==> config.mk <==
export PLATFORM = sky130hd
export DESIGN_NAME = mbe_queue
export DESIGN_NICKNAME = d
export VERILOG_FILES = /design/src/rtl/core/mbe_pkg.sv /design/src/rtl/core/mbe_queue.sv
export SDC_FILE = /design/constraint.sdc
export NUM_CORES = 1
export LEC_CHECK = 0
export ABC_AREA = 0
export BUFFER_PORTS_ARGS = -buffer_cell sky130_fd_sc_hd__buf_2
export CORE_ASPECT_RATIO = 0.75
export CORE_UTILIZATION = 58
export CTS_BUF_LIST = sky130_fd_sc_hd__clkbuf_8
export DETAILED_ROUTE_END_ITERATION = 10
export PLACE_DENSITY_LB_ADDON = 0.1
export RECOVER_POWER = 100
export SYNTH_ARGS = -nofsm -noshare
export SYNTH_HDL_FRONTEND = slang
export SYNTH_SLANG_ARGS = --single-unit
export TNS_END_PERCENT = 20
==> constraint.sdc <==
create_clock -name clk -period 6.77 [get_ports clk]
set_input_delay 1.354 -clock clk [delete_from_list [all_inputs] [get_ports clk]]
set_output_delay 1.354 -clock clk [all_outputs]
set_load 0.02 [all_outputs]
==> src/rtl/core/mbe_pkg.sv <==
// Shared constants and types for the Mandelbrot escape-time iterator.
// No dependencies; used by the interfaces and all core modules.
`timescale 1ns / 1ps
`default_nettype none

package mbe_pkg;

  localparam int COORD_WIDTH   = 32;
  localparam int FRACTION_BITS = 28;
  localparam int LIMIT_WIDTH   = 11;

  localparam logic [LIMIT_WIDTH-1:0] LIMIT_RESET = LIMIT_WIDTH'(256);

  // While a point is still inside, |z| < 2, so one guard bit above the
  // coordinate width holds z after the next update.
  localparam int Z_WIDTH    = COORD_WIDTH + 1;
  localparam int PROD_WIDTH = 2 * Z_WIDTH - FRACTION_BITS + 1;
  localparam int MAG_WIDTH  = PROD_WIDTH + 1;

  localparam logic [MAG_WIDTH-1:0] ESCAPE_BOUND = MAG_WIDTH'(4) << FRACTION_BITS;

  localparam int QUEUE_DEPTH = 2;
  localparam int QPTR_WIDTH  = $clog2(QUEUE_DEPTH);
  localparam int QCNT_WIDTH  = $clog2(QUEUE_DEPTH + 1);

  typedef struct packed {
    logic                          quick;
    logic signed [COORD_WIDTH-1:0] c_real;
    logic signed [COORD_WIDTH-1:0] c_imag;
  } mbe_item_t;

endpackage

`default_nettype wire

==> src/rtl/core/mbe_queue.sv <==
// Short FIFO between the input stage and the iteration engine.
// Depends on mbe_pkg.
`timescale 1ns / 1ps
`default_nettype none

module mbe_queue (
  input  wire logic               clk,
  input  wire logic               rst_n,
  input  wire logic               push_valid,
  input  wire mbe_pkg::mbe_item_t push_item,
  output logic                    push_ready,
  output logic                    pop_valid,
  output mbe_pkg::mbe_item_t      pop_item,
  input  wire logic               pop
);

  mbe_pkg::mbe_item_t                entries_r [mbe_pkg::QUEUE_DEPTH];
  logic [mbe_pkg::QPTR_WIDTH-1:0]    wr_ptr_r, wr_ptr_nxt;
  logic [mbe_pkg::QPTR_WIDTH-1:0]    rd_ptr_r, rd_ptr_nxt;
  logic [mbe_pkg::QCNT_WIDTH-1:0]    count_r, count_nxt;
  logic                              do_push, do_pop;

  assign push_ready = count_r != mbe_pkg::QCNT_WIDTH'(mbe_pkg::QUEUE_DEPTH);
  assign pop_valid  = count_r != '0;
  assign pop_item   = entries_r[rd_ptr_r];
  assign do_push    = push_valid && push_ready;
  assign do_pop     = pop && pop_valid;

  function automatic logic [mbe_pkg::QPTR_WIDTH-1:0] ptr_inc(
      input logic [mbe_pkg::QPTR_WIDTH-1:0] p);
    if (p == mbe_pkg::QPTR_WIDTH'(mbe_pkg::QUEUE_DEPTH - 1)) begin
      return '0;
    end
    return p + 1'b1;
  endfunction

  always_comb begin
    wr_ptr_nxt = do_push ? ptr_inc(wr_ptr_r) : wr_ptr_r;
    rd_ptr_nxt = do_pop ? ptr_inc(rd_ptr_r) : rd_ptr_r;
    count_nxt  = count_r;
    if (do_push && !do_pop) begin
      count_nxt = count_r + 1'b1;
    end else if (do_pop && !do_push) begin
      count_nxt = count_r - 1'b1;
    end
  end

  always_ff @(posedge clk) begin
    if (!rst_n) begin
      wr_ptr_r <= '0;
      rd_ptr_r <= '0;
      count_r  <= '0;
    end else begin
      wr_ptr_r <= wr_ptr_nxt;
      rd_ptr_r <= rd_ptr_nxt;
      count_r  <= count_nxt;
    end
  end

  always_ff @(posedge clk) begin
    if (do_push) begin
      entries_r[wr_ptr_r] <= push_item;
    end
  end

endmodule

`default_nettype wire

== Word-level counts from Yosys, hierarchy flattened ==
Memory sizes are Yosys's and may differ from the RTL's. A register that Yosys moved wholly into a read port is not among the register bits.
Index checks and enable logic that the tools add are counted.
Word-level totals
  bits in registers: 4
  bits in writable memories: 130
  bits of input ports: 69
  memories kept: 1
Memory list
  entries_r: words 2, width 65, rd ports 1, clocked after memory_dff 1, write ports 1, line mbe_queue.sv:17  | mbe_pkg::mbe_item_t entries_r [mbe_pkg::QUEUE_DEPTH];
Cells by class
  add/sub/neg operators: 4
  equal/unequal tests: 1
  multiplexer cells: 12
  reduce and logical (&&, ||, !) cells: 8
Operators by type and width (count)
  $mux 1: 10
  $logic_and 1x1->1: 4
  $mux 2: 2
  $reduce_bool 2->1: 2
  $add 1x1->1 const B: 2
  $add 2x1->2 const B: 1
  $logic_not 1->1: 2
  $ne 2x2->1 const B: 1
  $sub 2x1->2 const B: 1

== Depth between registers and ports, before layout ==
  depth after elaboration: 6
  mapped depth: 6

== Worst setup path before layout ==
Ideal clock, no wire load.
  path type: input to register
  start point: input port push_valid
  end point: memory entries_r[1][0] (netlist bit), enable pin
  setup time: 0.430 ns
  arrival time: 2.931 ns
  path slack: 3.409 ns
  cell stages on the path: 1
  path buffers: 0
  path through: and3_1
On the way
  word-level cells in the longest chain between the ends: 3
Ends and longest elaborated chain
  start: declaration: line mbe_queue.sv:9  | input wire logic push_valid,
  $logic_and 1x1->1: line mbe_queue.sv:26  | assign do_push = push_valid && push_ready;
  $mux 1: line mbe_queue.sv:61  | if (do_push) begin
  $mux 1 (not written as such): line mbe_queue.sv:62  | entries_r[wr_ptr_r] <= push_item;
  end: declaration: line mbe_queue.sv:17
Every way passes these cells.

== Worst setup path in the final report ==
  start point: input port push_valid
  end point: memory entries_r[1][15] (netlist bit), enable pin
The elaborated chain is that of the path after synthesis.

==> metrics.txt <==
slew at the pin closest to its max-slew limit 2340 ps; VDD IR max 0.2128 mV; Leak 2.049 nW; Diodes inserted 0; max cap viols 2; setup ws final roughly 2600 ps; Nets 446; largest net degree at the start of global routing 51; CTS Buf Count 17; Overall Power 2.361 mW; total clock sinks 135; first-pass iteration count of the detailed router 4; failing checks max-capacitance violations, max-slew violations; Worst Hold Class register to register; RSZ-0062 raised after global routing no; minimum clock period after layout 4153 ps; GPL Wtd Cong about 0.7; synth unique cells 20; DR vias/cell 5.067; Startpoint Class primary input; met1 Use GR 22.04%; DP Worst Slack between 3000 and 4000 ps; Seq/Total Area, Yosys between 80 and 90%; Setup TNS 0 ps; post-CTS sizing 0; register-to-register setup slack approximately 3100 ps; share of cells above drive strength 1 between 30% and 40%; status finished with violations; Die H ~82 µm; Slew Limit Fails 83; Vias 2498; drt total wl 8073 µm; final instance area 5997 µm²; GRT met3 Usage 7.222%; Syn Area/Cell 21.80 µm²; DR DRC count 0; PortBufs roughly 140; final clock skew around 10 ps; initial antenna violation count 0; grt ovf 0; commonest cells after routing, fill and taps aside 130 x edfxtp_1, 92 x clkbuf_1, 63 x mux2_2; Syn Nets 296; initial drt markers 115; routed len/inst 16.38 µm; CTS tree yes; Routed Antenna Nets 0; pwr dens 393.7 nW/µm²; I/O Pins 136; cts hold-fix bufs 0; area delta synth->final 21.74%; crit path DAT 4140 ps; top cell type's share of synthesized area between 70 and 80%; GRT busiest layer met2; initial core utilization 61.13%; Tcrit/Tclk final 61.35%; H-tree depth 4; post-DP HPWL 5126 µm; Post-CTS Setup Repair Bufs 0; CP Class primary input to register; cell accounting for the most synthesized area edfxtp_1; clk root buf clkbuf_8; vias in the first global route roughly 2400; Cells after Synth roughly 230; Std-Cell Rows 28; synthesized cell area about 5000 µm²; CP max FO 39; Yosys Warn Count 0; total die area 8869 µm²; Global Route met2 Usage 31.08%; Critical Path RT 6760 ps; total placed instance area between 5000 and 6000 µm²; Final Hold Fails 0; Max Root-Sink Buffers 2; relative slew slack -55.99%; global-route wire length before repair between 10000 and 15000 µm; core box area around 8100 µm²; hold depth 2; FMAX 240.8 MHz; Worst setup EP type register; total track usage a little under a fifth; synth top area cells edfxtp_1 79%, mux2_2 15%, dfxtp_1 2.0%; Die Width 108.4 µm; leading cell type in the layout, fill and taps excluded edfxtp_1; endpoints failing setup 0; clk_lat worst skew 410 ps; #FFs+latches synth roughly 140; clock slew at reported path FFs 70 ps; placed insts 462; post-route insts no fill 493; R2R depth 3
==> routing by layer <==
layer	vias up	part of all wire, %
met5	-	0
met4	0	0.89
met3	8	6.5
met2	84	51
met1	1216	42
li1	1190	-
==> cells in the mapped netlist <==
library cell and count:
edfxtp_1 130, mux2_2 65, buf_4 5, dfxtp_1 5, and2_1 4, buf_2 2, xnor2_1 2, a21bo_2 1
a21boi_0 1, a21boi_1 1, and3_1 1, ha_1 1, inv_1 1, nand2b_4 1, nand3b_1 1, o21ai_0 1
o21ai_1 1, or2_2 1, or3_1 1, xor2_1 1
==> sequential cells by signal (all words and copies together), names as in the netlist, named ones only <==
| signal | flops |
|---|---|
| rd_ptr_r | 1 |
| entries_r | 130 |
| wr_ptr_r | 1 |
| count_r | 2 |
==> final timing paths <==
kind	startpoint	endpoint
max	push_valid	entries_r[1][15]$_DFFE_PP_
min	count_r[1]$_SDFFE_PN0P_	count_r[1]$_SDFFE_PN0P_
min reg2reg	count_r[1]$_SDFFE_PN0P_	count_r[1]$_SDFFE_PN0P_
max reg2reg	count_r[0]$_SDFFE_PN0P_	entries_r[1][15]$_DFFE_PP_
==> report_power, final <==
part           internal [mW]  leakage (nW)  switching, mW
clock                  0.397         0.209          0.293
combinational          0.214         0.586          0.369
sequential              1.05          1.26         0.0390
==> cell type report <==
type	count	area, µm²
fill	540	2061
inverter	1	3.754
clock inverter	14	182.7
tap	105	131.4
timing repair buffer	138	578.1
clock buffer	17	234.0
sequential	135	4004
multi-input combinational	83	863.3
==> critical path: stages <==
cell      delay, ps
clkbuf_1        130
and3_1         1010
clkbuf_1       1620
==> through the flow <==
stage	hold slack, ps	utilization, %
5_1_grt	602.1	74.43
3_5_place_dp	559.5	70.87
3_3_place_gp	534.5	70.87
4_1_cts	569.1	76.04
6_report	546.3	74.43
2_1_floorplan	512.4	-
==> kinds of logic after synthesis <==
logic type      count (synthesis)  share of synthesized area (%)
fa+ha+maj                       1                         0.2540
flops                         135                          81.28
compound gates                  5                         0.7111
buf+inv                         8                          1.041
xor+xnor                        3                         0.5335
mux                            65                          14.86
simple gates                    9                          1.321
(Power assumes the default switching activity.)
