`config.mk`:
```
export PLATFORM = sky130hd
export DESIGN_NAME = mbe_front_flat
export DESIGN_NICKNAME = d
export VERILOG_FILES = /design/src/rtl/core/mbe_pkg.sv /design/src/rtl/core/mbe_if.sv /design/src/rtl/core/mbe_front.sv /design/src/flat_wrapper.sv
export SDC_FILE = /design/constraint.sdc
export NUM_CORES = 1
export LEC_CHECK = 0
export BUFFER_PORTS_ARGS = -buffer_cell sky130_fd_sc_hd__buf_2
export CAP_MARGIN = 0
export CORE_MARGIN = 5
export CORE_UTILIZATION = 44
export CTS_CLUSTER_DIAMETER = 30
export DETAILED_ROUTE_END_ITERATION = 16
export MAX_ROUTING_LAYER = met4
export PLACE_DENSITY = 0.95
export SLEW_MARGIN = 10
export SYNTH_ARGS = -nofsm -noshare
export SYNTH_HDL_FRONTEND = slang
export SYNTH_SLANG_ARGS = --single-unit
```
`constraint.sdc`:
```
create_clock -name clk -period 4 [get_ports clk]
set_clock_uncertainty 0.15 [all_clocks]
set_input_delay 0.8 -clock clk [delete_from_list [all_inputs] [get_ports clk]]
set_output_delay 0.8 -clock clk [all_outputs]
set_load 0.05 [all_outputs]
```
`src/rtl/core/mbe_pkg.sv`:
```
// Shared constants and types for the Mandelbrot escape-time iterator.
// No dependencies; used by the interfaces and all core modules.
`timescale 1ns / 1ps
`default_nettype none

package mbe_pkg;

  localparam int COORD_WIDTH   = 32;
  localparam int FRACTION_BITS = 28;
  localparam int LIMIT_WIDTH   = 11;

  localparam logic [LIMIT_WIDTH-1:0] LIMIT_RESET = LIMIT_WIDTH'(256);

  // While a point is still inside, |z| < 2, so one guard bit above the
  // coordinate width holds z after the next update.
  localparam int Z_WIDTH    = COORD_WIDTH + 1;
  localparam int PROD_WIDTH = 2 * Z_WIDTH - FRACTION_BITS + 1;
  localparam int MAG_WIDTH  = PROD_WIDTH + 1;

  localparam logic [MAG_WIDTH-1:0] ESCAPE_BOUND = MAG_WIDTH'(4) << FRACTION_BITS;

  localparam int QUEUE_DEPTH = 2;
  localparam int QPTR_WIDTH  = $clog2(QUEUE_DEPTH);
  localparam int QCNT_WIDTH  = $clog2(QUEUE_DEPTH + 1);

  typedef struct packed {
    logic                          quick;
    logic signed [COORD_WIDTH-1:0] c_real;
    logic signed [COORD_WIDTH-1:0] c_imag;
  } mbe_item_t;

endpackage

`default_nettype wire

```
`src/rtl/core/mbe_if.sv`:
```
// Valid/ready channel interfaces for points in and iteration counts out.
// Depends on mbe_pkg for field widths.
`timescale 1ns / 1ps
`default_nettype none

interface mbe_in_if;
  logic                                   valid;
  logic                                   ready;
  logic signed [mbe_pkg::COORD_WIDTH-1:0] c_real;
  logic signed [mbe_pkg::COORD_WIDTH-1:0] c_imag;

  modport source(output valid, c_real, c_imag, input ready);
  modport sink(input valid, c_real, c_imag, output ready);
endinterface


`default_nettype wire

```
`src/rtl/core/mbe_front.sv`:
```
// Input stage: registers each point and flags points that escape on the
// first iteration. Depends on mbe_pkg and mbe_in_if.
`timescale 1ns / 1ps
`default_nettype none

module mbe_front (
  input  wire logic               clk,
  input  wire logic               rst_n,
  mbe_in_if.sink                  in_ch,
  output logic                    item_valid,
  output mbe_pkg::mbe_item_t      item,
  input  wire logic               item_ready
);

  logic               valid_r, valid_nxt;
  mbe_pkg::mbe_item_t item_r, item_nxt;
  logic               take;

  // |c| >= 2 in either part means |c|^2 >= 4 after the first update
  function automatic logic far_out(input logic signed [mbe_pkg::COORD_WIDTH-1:0] v);
    logic [mbe_pkg::COORD_WIDTH-mbe_pkg::FRACTION_BITS-2:0] top;
    top = v[mbe_pkg::COORD_WIDTH-1:mbe_pkg::FRACTION_BITS+1];
    return !((&top) || !(|top));
  endfunction

  assign in_ch.ready = !valid_r || item_ready;
  assign take        = in_ch.valid && in_ch.ready;

  always_comb begin
    valid_nxt = valid_r;
    item_nxt  = item_r;
    if (item_ready) begin
      valid_nxt = 1'b0;
    end
    if (take) begin
      valid_nxt       = 1'b1;
      item_nxt.c_real = in_ch.c_real;
      item_nxt.c_imag = in_ch.c_imag;
      item_nxt.quick  = far_out(in_ch.c_real) || far_out(in_ch.c_imag);
    end
  end

  always_ff @(posedge clk) begin
    if (!rst_n) begin
      valid_r <= 1'b0;
    end else begin
      valid_r <= valid_nxt;
    end
  end

  always_ff @(posedge clk) begin
    item_r <= item_nxt;
  end

  assign item_valid = valid_r;
  assign item       = item_r;

endmodule

`default_nettype wire

```
`src/flat_wrapper.sv`:
```
// flat-port wrapper written by rule: the top's interface ports become plain ports
module mbe_front_flat 
  (clk, rst_n, item_valid, item, item_ready, in_ch_valid, in_ch_c_real, in_ch_c_imag, in_ch_ready);
  mbe_in_if in_ch_i ();
  input  wire logic clk;
  input  wire logic rst_n;
  output logic item_valid;
  output mbe_pkg::mbe_item_t item;
  input  wire logic item_ready;
  input wire logic [$bits(in_ch_i.valid)-1:0] in_ch_valid;
  input wire logic [$bits(in_ch_i.c_real)-1:0] in_ch_c_real;
  input wire logic [$bits(in_ch_i.c_imag)-1:0] in_ch_c_imag;
  output wire logic [$bits(in_ch_i.ready)-1:0] in_ch_ready;
  assign in_ch_i.valid = in_ch_valid;
  assign in_ch_i.c_real = in_ch_c_real;
  assign in_ch_i.c_imag = in_ch_c_imag;
  assign in_ch_ready = in_ch_i.ready;
  mbe_front u_core (.clk(clk), .rst_n(rst_n), .in_ch(in_ch_i), .item_valid(item_valid), .item(item), .item_ready(item_ready));
endmodule
```
After elaboration in Yosys (flattened, before gate mapping):

Cells that the tools add are included.

* register bits: 66
* latch bits: 0
* memory bits (writable): 0
* ROM bits: 0
* logic and storage cells: 21
* memories: 0

* add/sub/neg operators: 0
* $mul: 0
* div/mod/pow operators: 0
* order comparisons: 0
* eq/ne operators: 0
* shift-type cells: 0
* mux-type cells: 2
* bitwise logic cells: 0
* reduce and logical (&&, ||, !) cells: 15

Operators with widths (count)
* $reduce_and A3 Y1: 2
* $reduce_or A3 Y1: 2
* $logic_not A1 Y1: 5
* $logic_or A1 B1 Y1: 4
* $mux W1: 2
* $reduce_bool A2 Y1: 1
* $logic_and A1 B1 Y1: 1

Depth between registers and ports, before layout:

* depth in word-level cells: 5
* depth in mapped cells: 2
* gate-level depth less buffers: 2

Least setup slack after synthesis:

Ideal clock, no wire load.

* path type: input to register
* from: in item_ready
* to: reg u_core.item_r (netlist bit u_core.item[0]), enable pin
* arrival time: 2.587 ns
* data required time: 3.420 ns
* slack: 0.833 ns
* stages on the path: 2
* buffers on the path: 0
* cells stage by stage: nand2b_4 -> and2_1

* cells in the longest elaborated chain, start to end: 2

RTL lines
* start, declared: line flat_wrapper.sv:9 `input wire logic item_ready;`
* $logic_or A1 B1 Y1: line mbe_front.sv:26 `assign in_ch.ready = !valid_r || item_ready;`
* $logic_and A1 B1 Y1: line mbe_front.sv:27 `assign take = in_ch.valid && in_ch.ready;`
* net u_core.take: line mbe_front.sv:17 `logic take;`
* end signal, assigned: line mbe_front.sv:52 `item_r <= item_nxt;`
* end, declared: line mbe_front.sv:16 `mbe_pkg::mbe_item_t item_r, item_nxt;`

The timed path passes the listed nets, and every way through them passes these cells.
A chain may end at the register's enable or synchronous reset.

Worst setup path in the final report:

* from: in item_ready
* to: out in_ch_ready

* cells in the longest elaborated chain, start to end: 1

RTL lines
* $logic_or A1 B1 Y1: line mbe_front.sv:26
* end, declared: line flat_wrapper.sv:13 `output wire logic [$bits(in_ch_i.ready)-1:0] in_ch_ready;`

No other way between the ends.

==> out/qor.txt <==
=======================================================================================
Status                                                                        completed
Critical R2R Launch                                                        u_core.item_valid
Initial antenna violation count                                                       0
Number of hold buffers added after cts                                                0
Internal reg-to-reg setup slack                                                 2.27 ns
Nets                                                                                289
Synthesized instance count                                                           75
Number of H-tree levels                                                               3
Complex-gate fraction of the synthesized area                                  0.006773
Endpoint class of the critical path                                         output port
Final ANT Viol Nets                                                                   0
End point of the critical path                                              in_ch_ready
Critical R2R Capture                                                       u_core.item[14]
Vias in the first global route                                                     1474
Detailed-route DRC error count                                                        0
Cell-by-cell trace of the critical path                                    buf_2 -> nand2b_4 -> buf_2
Core Region                                                                    4414 um2
CP Max Fanout                                                                         3
Commonest cells after routing, fill and taps aside                         buf_2 (134), edfxtp_1 (65), clkbuf_8 (9)
Number of buffers and inverters on the critical path                                  2
I/O pin count                                                                       135
Shortest period the worst path allows                                          2.200 ns
Number of gates on the worst path with buffers counted                                3
Master of the slowest instance on the critical path                               buf_2
Count of cell types in the netlist                                                    9
Total of cells resized after clock tree synthesis                                     0
Final count of pins violating max slew                                                0
Clock root buffer                                                              clkbuf_8
Maximum single-stage delay on the critical path                                 0.25 ns
Buffer levels on the longest clock path                                               2
Pin count of the biggest net entering global routing                                 66
Sinks on the clock net                                                               66
Number of vias per cell                                                           4.658
Layer with the highest usage                                                       met2
Average wire per standard cell                                                 17.12 um
Synth Warn #                                                                          0
Met2 GRT Util                                                                    0.2713
Wire length of the first global-routing pass                                    7169 um
Crit path kind                                                                   in2out
Port bufs                                                                           134
Filler cell count                                                                   315
Layout overhead on the synthesized area                                          45.69%
Total die area                                                                 6077 um2
Required time at the worst-slack endpoint                                       3.05 ns
Sequential-to-total area share from yosys stat                                   0.9704
Data arrival time of the critical path                                          1.25 ns
Total global routing overflow                                                         0
Sum of net half-perimeters after detailed placement                             3631 um
Clock tree from TritonCTS                                                          done
All-Layer GR Usage                                                               0.1638
X dimension of the die                                                         77.96 um
TritonCTS Buffers                                                                     9
Starting utilization of the core area                                            0.4603
Class of the most critical hold timing path                                     reg2reg
Slew at the pin closest to its max-slew limit                                 0.7824 ns
Achievable frequency                                                          454.5 MHz
Total inserted antenna cells                                                          0
Number of violations reported at the end of detailed-routing iteration 0             81
Critical path launch point                                                   item_ready
Most Frequent Cell on Critical Path                                               buf_2
Post-synthesis sequential element count                                              66
Initial DRT Pass Iterations                                                           4
Fraction of the mapped netlist area in simple logic gates                       0.02094
Post-placement worst setup slack                                               1.679 ns
Post-synthesis xor/xnor area fraction                                                 0
Row count                                                                            24
Dominant combinational cell family by area after synthesis                 simple AND/OR/NAND/NOR gates
Die Height                                                                     77.96 um
Average footprint of a synthesized cell                                       27.09 um2
Setup TNS Final                                                                    0 ns
Kind of cell adding the most delay to the critical path                    buffers and inverters
Worst hold margin                                                             0.4144 ns
CP startpoint kind                                                           input port
Worst setup margin                                                             1.800 ns
Final hold violation count                                                            0
M3 GR Usage                                                                     0.05440
Cell leakage power                                                             1.291 nW
Post-CTS Repair Setup Buffers                                                         0
Clk_lat worst skew                                                              0.31 ns
Worst IR drop on VDD                                                          0.3271 mV
Fraction of final layout cells sized beyond drive strength 1                     0.6681
Post-synth design cell area                                                    2032 um2
Worst r2r path cells                                                                  3
Met1 track utilization from global routing                                       0.1777
Net Count, Synth                                                                    143
Share of the clock period used by the worst path                                 0.5500
Total detailed-routing wirelength                                               4758 um
Most common cell after layout, fill and taps aside                                buf_2
# Max-Cap Violations                                                                  0
Multiplexer share of the synthesized area                                             0
Power per cell area                                                        525.6 nW/um2
Placer Congestion                                                                0.7161
Total vias in the final route                                                      1295
Register clock-pin slew on the reported worst setup and hold paths              0.06 ns
Adder-cell share of the synthesized area                                              0
Normalized max-slew margin                                                       0.4784
Total of endpoints with negative setup slack in the final report                      0
Setup repair after global routing missed its margin                                  no
=======================================================================================
-- sequential cells by signal, summed over array words and instances, names as in the netlist --
register / count
u_core.item_valid: 1
u_core.item: 65
-- how the worst min path moves through the flow --
stage / slack (ns) / startpoint / cells past startpoint / end
6_report: 0.41 / u_core.item_valid / 2 / u_core.item_valid
5_1_grt: 0.44 / u_core.item_valid / 2 / u_core.item_valid
4_1_cts: 0.41 / u_core.item_valid / 2 / u_core.item_valid
3_5_place_dp: 0.40 / u_core.item_valid / 2 / u_core.item_valid
3_3_place_gp: 0.35 / u_core.item_valid / 2 / u_core.item_valid
2_1_floorplan: 0.74 / u_core.item_valid / 2 / u_core.item_valid
-- power breakdown --
| group | switching, mW | internal (mW) | leakage, nW |
|---|---|---|---|
| logic | 0.180 | 0.0510 | 0.562 |
| registers | 0.00908 | 0.808 | 0.635 |
| clock network | 0.228 | 0.280 | 0.0939 |
-- Yosys cell counts --
master | count | area share
edfxtp_1 | 65 | 0.96
o22ai_1 | 1 | 0.0031
dfxtp_1 | 1 | 0.0099
and3_1 | 2 | 0.0062
inv_1 | 1 | 0.0018
nor3_1 | 2 | 0.0049
and2_1 | 1 | 0.0031
nand2b_4 | 1 | 0.0068
a21boi_0 | 1 | 0.0037
-- kinds of logic after synthesis --
| family | after synthesis |
|---|---|
| AOI/OAI and AO/OA | 2 |
| buffers and inverters | 1 |
| DFF | 66 |
| and+or+nand+nor | 6 |
-- layout make-up --
type | count | area, um2 | area share
sequential | 66 | 1972 | 0.6661
timing repair buffer | 135 | 678.2 | 0.2291
clock buffer | 9 | 123.9 | 0.04184
tap | 52 | 65.06 | 0.02198
clock inverter | 7 | 60.06 | 0.02029
multi-input combinational | 8 | 57.56 | 0.01944
inverter | 1 | 3.754 | 0.001268
-- per-stage QoR --
| step | instance area (um2) | power [mW] | cells | utilization |
|---|---|---|---|---|
| finish | 2960 | 1.556 | 278 | 0.6706 |
| global route | 2960 | 1.624 | 278 | 0.6706 |
| CTS | 2960 | 1.574 | 278 | 0.6706 |
| detailed placement | 2776 | 1.065 | 262 | 0.6290 |
| global placement | 2776 | 1.057 | 262 | 0.6290 |
| floorplan | 2032 | 0.9896 | 75 | - |
-- metal layers --
layer / vias to the layer above / wire length (um) / share of wire
met1: 607 / 1666 / 0.35
met3: 4 / 529 / 0.11
met4: 0 / 47 / 0.0099
met2: 92 / 2515 / 0.53
met5: - / 0 / 0
li1: 592 / - / -
-- worst reg2reg max path: cells and delay by family (launching register included) --
family                 cells  cell delay (ns)
AND/OR/NAND/NOR            2             0.22
flip-flops                 1             0.34
buffers and inverters      1             0.62
No activity file was read; power rests on OpenSTA's default activity.
